$ cat config.mk
export PLATFORM = sky130hd
export DESIGN_NAME = gost_block_cipher_modes
export DESIGN_NICKNAME = d
export VERILOG_FILES = /design/src/design/gbcm_pkg.sv /design/src/design/gost_block_cipher_modes.sv
export SDC_FILE = /design/constraint.sdc
export NUM_CORES = 2
export LEC_CHECK = 0
export BUFFER_PORTS_ARGS = -buffer_cell sky130_fd_sc_hd__buf_2
export CORE_AREA = 2 2 207 311
export DETAILED_ROUTE_END_ITERATION = 10
export DIE_AREA = 0 0 209 313
export PLACE_DENSITY_LB_ADDON = 0.1
export SYNTH_ARGS = -nofsm -noshare
export SYNTH_HDL_FRONTEND = slang
export SYNTH_SLANG_ARGS = --single-unit
$ cat constraint.sdc
create_clock -name i_clk -period 13 [get_ports i_clk]
set_clock_uncertainty 0.1 [all_clocks]
set_input_delay 2.6 -clock i_clk [delete_from_list [all_inputs] [get_ports i_clk]]
set_output_delay 2.6 -clock i_clk [all_outputs]
set_load 0.01 [all_outputs]
$ cat src/design/gbcm_pkg.sv
// Shared types, register map, S-box table and round function for the GOST block cipher.
package gbcm_pkg;

    localparam int unsigned BLK_W   = 64;
    localparam int unsigned WORD_W  = 32;
    localparam int unsigned ROUNDS  = 32;
    localparam int unsigned CNT_W   = $clog2(ROUNDS);
    localparam int unsigned ROT_AMT = 11;
    localparam int unsigned ADDR_W  = 6;
    localparam int unsigned IDX_W   = 3;

    // Register indexes (byte address = 8 * index)
    localparam logic [IDX_W-1:0] CFG_KEY01 = 3'd0;
    localparam logic [IDX_W-1:0] CFG_KEY23 = 3'd1;
    localparam logic [IDX_W-1:0] CFG_KEY45 = 3'd2;
    localparam logic [IDX_W-1:0] CFG_KEY67 = 3'd3;
    localparam logic [IDX_W-1:0] CFG_MODE  = 3'd4;
    localparam logic [IDX_W-1:0] CFG_DIR   = 3'd5;
    localparam logic [IDX_W-1:0] CFG_IV    = 3'd6;

    // Chaining mode codes; unused codes fall back to ECB
    localparam logic [2:0] MODE_ECB  = 3'd0;
    localparam logic [2:0] MODE_CBC  = 3'd1;
    localparam logic [2:0] MODE_PCBC = 3'd2;
    localparam logic [2:0] MODE_CFB  = 3'd3;
    localparam logic [2:0] MODE_OFB  = 3'd4;

    typedef enum logic [1:0] {
        ST_IDLE,
        ST_RUN,
        ST_FIN
    } t_state;

    typedef logic [3:0] t_sbox [8][16];

    localparam t_sbox SBOX = '{
        '{4'hF, 4'hC, 4'h2, 4'hA, 4'h6, 4'h4, 4'h5, 4'h0,
          4'h7, 4'h9, 4'hE, 4'hD, 4'h1, 4'hB, 4'h8, 4'h3},
        '{4'hB, 4'h6, 4'h3, 4'h4, 4'hC, 4'hF, 4'hE, 4'h2,
          4'h7, 4'hD, 4'h8, 4'h0, 4'h5, 4'hA, 4'h9, 4'h1},
        '{4'h1, 4'hC, 4'hB, 4'h0, 4'hF, 4'hE, 4'h6, 4'h5,
          4'hA, 4'hD, 4'h4, 4'h8, 4'h9, 4'h3, 4'h7, 4'h2},
        '{4'h1, 4'h5, 4'hE, 4'hC, 4'hA, 4'h7, 4'h0, 4'hD,
          4'h6, 4'h2, 4'hB, 4'h4, 4'h9, 4'h3, 4'hF, 4'h8},
        '{4'h0, 4'hC, 4'h8, 4'h9, 4'hD, 4'h2, 4'hA, 4'hB,
          4'h7, 4'h3, 4'h6, 4'h5, 4'h4, 4'hE, 4'hF, 4'h1},
        '{4'h8, 4'h0, 4'hF, 4'h3, 4'h2, 4'h5, 4'hE, 4'hB,
          4'h1, 4'hA, 4'h4, 4'h7, 4'hC, 4'h9, 4'hD, 4'h6},
        '{4'h3, 4'h0, 4'h6, 4'hF, 4'h1, 4'hE, 4'h9, 4'h2,
          4'hD, 4'h8, 4'hC, 4'h4, 4'hB, 4'hA, 4'h5, 4'h7},
        '{4'h1, 4'hA, 4'h6, 4'h8, 4'hF, 4'hB, 4'h0, 4'h4,
          4'hC, 4'h3, 4'h5, 4'h9, 4'h7, 4'hD, 4'h2, 4'hE}
    };

    // Substitute each nibble through its own S-box, then rotate left
    function automatic logic [WORD_W-1:0] round_fn(input logic [WORD_W-1:0] x);
        logic [WORD_W-1:0] s;
        s = '0;
        for (int n = 0; n < 8; n++) begin
            s[4*n +: 4] = SBOX[n][x[4*n +: 4]];
        end
        return {s[WORD_W-ROT_AMT-1:0], s[WORD_W-1:WORD_W-ROT_AMT]};
    endfunction

endpackage

$ cat src/design/gost_block_cipher_modes.sv
// GOST 28147-89 block cipher with ECB, CBC, PCBC, CFB and OFB chaining.
//
// One 64-bit block per transaction, bits 31:0 being the L half. A single round
// unit (key add, S-box substitution, rotate) is reused for all 32 Feistel rounds,
// one round per clock, stepped by a 5-bit round counter. An accepted block runs
// all its rounds, then a final step applies the chaining mode and loads the
// output register, waiting while that register still holds an unaccepted
// result; only then does the sequencer return to idle and take the next block.
// The result sits in an output register, so a waiting result does not block
// input until the following block finishes its rounds. Configuration is a 64-bit
// APB-style port, register i at byte address 8*i; write it only while idle.
// start_of_message reloads the chaining value from the IV register.
module gost_block_cipher_modes (
    input  logic        i_clk,
    input  logic        i_rst_n,
    input  logic        i_valid,
    output logic        o_ready,
    input  logic [63:0] i_data_in,
    input  logic        i_start_of_message,
    input  logic        i_last_block,
    output logic        o_valid,
    input  logic        i_ready,
    output logic [63:0] o_data_out,
    output logic        o_last_block_out,
    input  logic        psel,
    input  logic        penable,
    input  logic        pwrite,
    input  logic [5:0]  paddr,
    input  logic [63:0] pwdata,
    output logic [63:0] prdata,
    output logic        pready
);

    localparam int unsigned W  = gbcm_pkg::WORD_W;
    localparam int unsigned BW = gbcm_pkg::BLK_W;
    localparam int unsigned CW = gbcm_pkg::CNT_W;

    // Configuration registers
    logic [W-1:0]  r_key [8];
    logic [2:0]    r_mode;
    logic          r_dir;
    logic [BW-1:0] r_iv;

    // Sequencer and datapath
    gbcm_pkg::t_state r_state, n_state;
    logic [CW-1:0] r_cnt, n_cnt;
    logic [W-1:0]  r_l, n_l, r_r, n_r;
    logic          r_dec, n_dec;
    logic [BW-1:0] r_din, n_din;
    logic          r_last, n_last;
    logic [BW-1:0] r_chain, n_chain;
    logic          r_out_valid, n_out_valid;
    logic [BW-1:0] r_out, n_out;
    logic          r_out_last, n_out_last;

    logic                     wr_en;
    logic [gbcm_pkg::IDX_W-1:0] wr_idx;
    logic                     in_acc, out_acc;
    logic [BW-1:0]            cv_eff, core_in;
    logic                     core_dec;
    logic [2:0]               kidx;
    logic [W-1:0]             rnd_t;
    logic [BW-1:0]            core_res;

    assign pready = 1'b1;
    assign wr_en  = psel & penable & pwrite & pready;
    assign wr_idx = paddr[5:3];

    always_ff @(posedge i_clk) begin
        if (!i_rst_n) begin
            for (int k = 0; k < 8; k++) begin
                r_key[k] <= '0;
            end
            r_mode <= gbcm_pkg::MODE_ECB;
            r_dir  <= 1'b0;
            r_iv   <= '0;
        end else if (wr_en) begin
            case (wr_idx)
                gbcm_pkg::CFG_KEY01: begin
                    r_key[0] <= pwdata[31:0];
                    r_key[1] <= pwdata[63:32];
                end
                gbcm_pkg::CFG_KEY23: begin
                    r_key[2] <= pwdata[31:0];
                    r_key[3] <= pwdata[63:32];
                end
                gbcm_pkg::CFG_KEY45: begin
                    r_key[4] <= pwdata[31:0];
                    r_key[5] <= pwdata[63:32];
                end
                gbcm_pkg::CFG_KEY67: begin
                    r_key[6] <= pwdata[31:0];
                    r_key[7] <= pwdata[63:32];
                end
                gbcm_pkg::CFG_MODE: r_mode <= pwdata[2:0];
                gbcm_pkg::CFG_DIR:  r_dir  <= pwdata[0];
                gbcm_pkg::CFG_IV:   r_iv   <= pwdata;
                default: ;
            endcase
        end
    end

    always_comb begin
        case (wr_idx)
            gbcm_pkg::CFG_KEY01: prdata = {r_key[1], r_key[0]};
            gbcm_pkg::CFG_KEY23: prdata = {r_key[3], r_key[2]};
            gbcm_pkg::CFG_KEY45: prdata = {r_key[5], r_key[4]};
            gbcm_pkg::CFG_KEY67: prdata = {r_key[7], r_key[6]};
            gbcm_pkg::CFG_MODE:  prdata = {61'd0, r_mode};
            gbcm_pkg::CFG_DIR:   prdata = {63'd0, r_dir};
            gbcm_pkg::CFG_IV:    prdata = r_iv;
            default:             prdata = '0;
        endcase
    end

    assign o_ready          = (r_state == gbcm_pkg::ST_IDLE);
    assign in_acc           = i_valid & o_ready;
    assign out_acc          = r_out_valid & i_ready;
    assign o_valid          = r_out_valid;
    assign o_data_out       = r_out;
    assign o_last_block_out = r_out_last;

    // Pick the core input and direction for the chaining mode
    assign cv_eff = i_start_of_message ? r_iv : r_chain;
    always_comb begin
        case (r_mode)
            gbcm_pkg::MODE_CBC, gbcm_pkg::MODE_PCBC: begin
                core_in  = r_dir ? i_data_in : (i_data_in ^ cv_eff);
                core_dec = r_dir;
            end
            gbcm_pkg::MODE_CFB, gbcm_pkg::MODE_OFB: begin
                core_in  = cv_eff;
                core_dec = 1'b0;
            end
            default: begin
                core_in  = i_data_in;
                core_dec = r_dir;
            end
        endcase
    end

    // Key schedule: encrypt runs 0..7 three times then 7..0, decrypt the reverse
    always_comb begin
        if (!r_dec) begin
            kidx = (r_cnt[4] & r_cnt[3]) ? ~r_cnt[2:0] : r_cnt[2:0];
        end else begin
            kidx = (r_cnt[4:3] == 2'b00) ? r_cnt[2:0] : ~r_cnt[2:0];
        end
    end

    assign rnd_t    = r_l ^ gbcm_pkg::round_fn(r_r + r_key[kidx]);
    assign core_res = {r_r, r_l};

    always_comb begin
        n_state     = r_state;
        n_cnt       = r_cnt;
        n_l         = r_l;
        n_r         = r_r;
        n_dec       = r_dec;
        n_din       = r_din;
        n_last      = r_last;
        n_chain     = r_chain;
        n_out_valid = r_out_valid & ~out_acc;
        n_out       = r_out;
        n_out_last  = r_out_last;
        case (r_state)
            gbcm_pkg::ST_IDLE: begin
                if (in_acc) begin
                    n_state = gbcm_pkg::ST_RUN;
                    n_cnt   = '0;
                    n_l     = core_in[W-1:0];
                    n_r     = core_in[BW-1:W];
                    n_dec   = core_dec;
                    n_din   = i_data_in;
                    n_last  = i_last_block;
                    n_chain = cv_eff;
                end
            end
            gbcm_pkg::ST_RUN: begin
                // No swap after the final round
                if (r_cnt == CW'(gbcm_pkg::ROUNDS - 1)) begin
                    n_l     = rnd_t;
                    n_state = gbcm_pkg::ST_FIN;
                end else begin
                    n_l = r_r;
                    n_r = rnd_t;
                end
                n_cnt = r_cnt + 1'b1;
            end
            gbcm_pkg::ST_FIN: begin
                // Hold until the output register is free
                if (!r_out_valid || i_ready) begin
                    n_out_valid = 1'b1;
                    n_out_last  = r_last;
                    n_state     = gbcm_pkg::ST_IDLE;
                    case (r_mode)
                        gbcm_pkg::MODE_CBC: begin
                            if (r_dec) begin
                                n_out   = core_res ^ r_chain;
                                n_chain = r_din;
                            end else begin
                                n_out   = core_res;
                                n_chain = core_res;
                            end
                        end
                        gbcm_pkg::MODE_PCBC: begin
                            n_out   = r_dec ? (core_res ^ r_chain) : core_res;
                            n_chain = (r_dec ? (core_res ^ r_chain) : core_res) ^ r_din;
                        end
                        gbcm_pkg::MODE_CFB: begin
                            n_out   = r_din ^ core_res;
                            n_chain = r_dir ? r_din : (r_din ^ core_res);
                        end
                        gbcm_pkg::MODE_OFB: begin
                            n_out   = r_din ^ core_res;
                            n_chain = core_res;
                        end
                        default: n_out = core_res;
                    endcase
                end
            end
            default: n_state = gbcm_pkg::ST_IDLE;
        endcase
    end

    always_ff @(posedge i_clk) begin
        if (!i_rst_n) begin
            r_state     <= gbcm_pkg::ST_IDLE;
            r_out_valid <= 1'b0;
            r_chain     <= '0;
            r_cnt       <= '0;
        end else begin
            r_state     <= n_state;
            r_out_valid <= n_out_valid;
            r_chain     <= n_chain;
            r_cnt       <= n_cnt;
        end
    end

    always_ff @(posedge i_clk) begin
        r_l        <= n_l;
        r_r        <= n_r;
        r_dec      <= n_dec;
        r_din      <= n_din;
        r_last     <= n_last;
        r_out      <= n_out;
        r_out_last <= n_out_last;
    end

`ifndef NO_ASSERTIONS
    // A new block always starts at round zero
    a_start_round: assert property (@(posedge i_clk) disable iff (!i_rst_n)
        in_acc |=> (r_state == gbcm_pkg::ST_RUN) && (r_cnt == '0))
        else $error("round counter not cleared at block start");

    // Leaving the rounds only after the last one
    a_fin_after_last: assert property (@(posedge i_clk) disable iff (!i_rst_n)
        (r_state == gbcm_pkg::ST_RUN) && (r_cnt != CW'(gbcm_pkg::ROUNDS - 1))
        |=> (r_state == gbcm_pkg::ST_RUN))
        else $error("round loop exited early");

    // A pending result is never overwritten
    a_no_overwrite: assert property (@(posedge i_clk) disable iff (!i_rst_n)
        (r_out_valid && !i_ready) |=> $stable(r_out) && r_out_valid)
        else $error("stalled result changed");
`endif

endmodule

==> impl_metrics.csv <==
group,metric,value,unit
route,routed_wl,129,mm
setup_path,worstPathArrival,9.05,ns
global_routing,antenna_found_initial,10,
setup_path,crit_family,"compound AO/OA/AOI/OAI gates",
place,port_buffers,270,
clock_tree,holdBufCountCts,0,
timing,fin_crit,8.76,ns
cells_and_area,syn_to_final_growth,9.06,%
global_routing,grt_usage,38.6,%
timing,setup_slack,4.24,ns
synth,synth-seq-area-share,43.8,%
global_routing,grt_pass1_wl,192,mm
global_routing,grt_max_degree,85,
global_routing,use_met2,62.1,%
hold_path,min-delay-start,"r_last",
hold_path,whs_endpoint,"o_last_block_out",
cells_and_area,drive_gt1_share,16.2,%
power_and_ir_drop,p_switching,2.29,mW
timing,rsz0062_at_grt,"false",
cells_and_area,nets,4007,
setup_path,setup.reg_to_reg.worst_slack,4.24,ns
synth,yosys_warnings,0,
die,fp.dieArea,65400,sq um
route,final_antenna_net_count,0,
timing,fmax,114,MHz
die,io_pins,275,
setup_path,path_max_fanout,44,
timing,tightestPinTransition,1.21,ns
die,die_w,209,um
timing,setup-violations-final,0,
global_routing,use_met3,8.79,%
hold_path,hp-class,"reg2reg",
synth,yosysUniqueCellTypes,90,
global_routing,gr-total-overflow,0,
power_and_ir_drop,peakVddDrop,0.137,mV
clock_tree,postCtsSetupRepairBufs,0,
setup_path,slowest_delay,0.94,ns
setup_path,cp_slowest_cell,"a2111oi_1",
route,drc_errors,0,
job,max_cap_viol_count,0,
timing,drv_slew,0,
place,gp_congestion,0.933,
power_and_ir_drop,switching_share,36.5,%
global_routing,met1_usage,49.4,%
cells_and_area,final_cell_area,40700,sq um
synth,synth_top_cell_by_area,"edfxtp_1",
setup_path,cp_cell_sequence,"maj3_4, xnor2_2, buf_4, buf_4, mux4_2, mux2_2, ha_1, a21oi_1, o22ai_1, nor2_1, a211o_1, nand2_1, a41o_2, a2111oi_1, inv_1, ha_1, nand2_1, a21boi_0, o32ai_1, a2111oi_0, mux2i_1, xnor2_1, o22ai_1",
synth,synth_top_area_share,36.3,%
timing,setup-tns-final,0,ns
place,numPlacedInstances,4536,
power_and_ir_drop,clkPwrFrac,27.2,%
clock_tree,ctsResizeCount,0,
clock_tree,clkTransAtPathRegs,0.07,ns
cells_and_area,layoutNonFillerInstCount,4648,
clock_tree,cts_root_buf,"clkbuf_16",
synth,synth_async_sr_flop_share,0,%
route,vias,32200,
synth,synth_nets,3967,
setup_path,timing.rr.end,"r_r[9]",
timing,slew_headroom,19.1,%
setup_path,reg2reg_from,"r_dec",
synth,syn_area,37300,sq um
setup_path,startpoint_type,"flop",
setup_path,worstPathRequired,13.29,ns
setup_path,cp-end-kind,"flop",
power_and_ir_drop,p_int,3.98,mW
synth,syn_inst,3750,
route,via_per_inst,6.92,
place,place_area,38900,sq um
synth,synth_area_leaders,"edfxtp_1 36%, dfxtp_1 7.5%, xnor2_1 6.6%",
die,die_y,313,um
route,drtIter0Drc,4073,
power_and_ir_drop,powerDensity,154,nW/um^2
route,dr.pass1.iters,6,
clock_tree,clk_latency,0.67,ns
setup_path,ff2ff_path_depth,23,
power_and_ir_drop,leakage,14.8,nW
clock_tree,cts_sinks,591,
setup_path,cp_num_buf_inv,3,
place,hpwlAfterDp,81.1,mm
setup_path,path_class,"reg2reg",
synth,synthTopCellsByCount,"479 x nand2_1, 451 x edfxtp_1, 300 x nor2_1",
clock_tree,numCtsBuffers,57,
clock_tree,clockBufferDepth,3,
die,start_util,59.3,%
synth,synth.most_common_cell,"nand2_1",
die,rows,113,
synth,syn_avg_cell_area,9.96,sq um
synth,ys.flop_type,"edfxtp_1",
clock_tree,cts_htree_levels,2,
timing,min_period_over_period,67.4,%
hold_path,holdPathStages,0,
synth,synth_edf_count,451,
clock_tree,cts_tree,"done",
global_routing,grt_pass1_vias,31800,
global_routing,top_usage_layer,"met2",
die,core,62900,sq um
route,wl_per_cell,27.7,um
timing,hold_violations,0,
power_and_ir_drop,combPwrFrac,35.0,%
synth,yosys_register_bits,591,
place,dp_slack,4.38,ns
power_and_ir_drop,p_seq_share,37.8,%
run_status,status,"finished clean",
==> power by group through the flow <==
stage | registers [mW] | clock network, mW | logic, mW
2_1_floorplan | 2.31 | 0 | 1.58
3_3_place_gp | 2.38 | 0 | 2.07
3_5_place_dp | 2.40 | 0 | 2.15
4_1_cts | 2.36 | 1.70 | 2.16
5_1_grt | 2.37 | 1.77 | 2.34
6_report | 2.37 | 1.70 | 2.19
==> layout by cell type (no fill, tap or decap), types with 8 or more instances in the layout <==
master,netlist,routed
nand2_1,479,469
edfxtp_1,451,451
nor2_1,300,298
xnor2_1,282,279
buf_2,20,267
o21ai_0,220,220
a21oi_1,193,193
mux2i_1,164,164
dfxtp_1,140,139
inv_1,101,100
mux2_2,98,98
a21boi_0,98,98
o221ai_1,92,92
mux4_2,74,74
ha_1,73,73
a22oi_1,71,71
nand2b_1,70,68
a221oi_1,64,64
a22o_1,63,63
clkbuf_16,0,58
o211ai_1,50,50
buf_4,6,43
nor3_1,32,31
o22ai_1,31,30
xor2_1,29,29
nand3_1,26,26
a32oi_1,25,25
clkbuf_1,249,23
a21o_1,16,16
nor2b_1,20,15
a211oi_1,12,12
and3_1,11,11
and2_1,14,10
a31oi_1,9,9
clkinv_2,0,9
nand4_1,8,8
clkbuf_8,0,8
==> flip-flops by register name, indices dropped and copies added (netlist names) <==
name and count:
r_dir 1, r_din 64, r_dec 1, r_l 32
r_key 256, r_last 1, o_valid 1, r_cnt 5
r_iv 64, r_chain 64, o_data_out 64, r_mode 3
r_r 32, r_state 2, o_last_block_out 1
==> worst max-delay path by stage <==
stage / from / endpoint / cells after the start
finish: r_dec / r_r[9] / 23
global route: r_dec / r_r[9] / 23
CTS: r_dec / r_r[9] / 23
detailed placement: r_dec / r_r[9] / 23
global placement: r_dec / r_r[9] / 23
floorplan: paddr[3] / prdata[14] / 7
==> cell type report <==
class	instances	area, sq um
fillers	5043	22200
multi-input cells	2727	19500
flip-flops and latches	591	16300
repair buffers	311	1670
clock buffers	89	1650
well taps	805	1010
inverters	102	383
clock inverters	19	200
diodes	4	10.0
==> kinds of logic (layout without fill, tap and decap cells) <==
group / Yosys count / in the layout / share of synthesized area (%)
compound gates: 1004 / 1004 / 18.4
xor+xnor: 313 / 313 / 7.41
fa+ha+maj: 75 / 75 / 2.54
buf+inv: 432 / 521 / 4.55
flops: 591 / 591 / 43.8
mux: 336 / 336 / 11.8
other cells: 1 / 5 / 0.0100
simple gates: 998 / 998 / 11.5
==> worst reg2reg max path: stages (launching register included) <==
cell and delay [ns]:
edfxtp_1 0.57, maj3_4 0.47, xnor2_2 0.14, buf_4 0.39, buf_4 0.83, mux4_2 0.68, mux2_2 0.35, ha_1 0.39
a21oi_1 0.23, o22ai_1 0.13, nor2_1 0.21, a211o_1 0.23, nand2_1 0.15, a41o_2 0.29, a2111oi_1 0.94, inv_1 0.26
ha_1 0.44, nand2_1 0.10, a21boi_0 0.21, o32ai_1 0.10, a2111oi_0 0.48, mux2i_1 0.38, xnor2_1 0.32, o22ai_1 0.11
==> layer usage <==
metal / share of wire [%] / routed length [um]
met5: 0.040 / 52
met3: 12 / 15900
met4: 4.8 / 6130
met2: 47 / 60000
met1: 36 / 46900
==> metrics by stage <==
stage / power [mW] / hold WS [ns] / utilization [%]
final: 6.26 / 0.322 / 64.7
after global routing: 6.49 / 0.329 / 64.7
after CTS: 6.22 / 0.322 / 64.7
after detailed placement: 4.54 / 0.307 / 61.8
after global placement: 4.45 / 0.305 / 61.8
after floorplan: 3.88 / 0.300 / -
No activity file was read; power rests on OpenSTA's default activity.
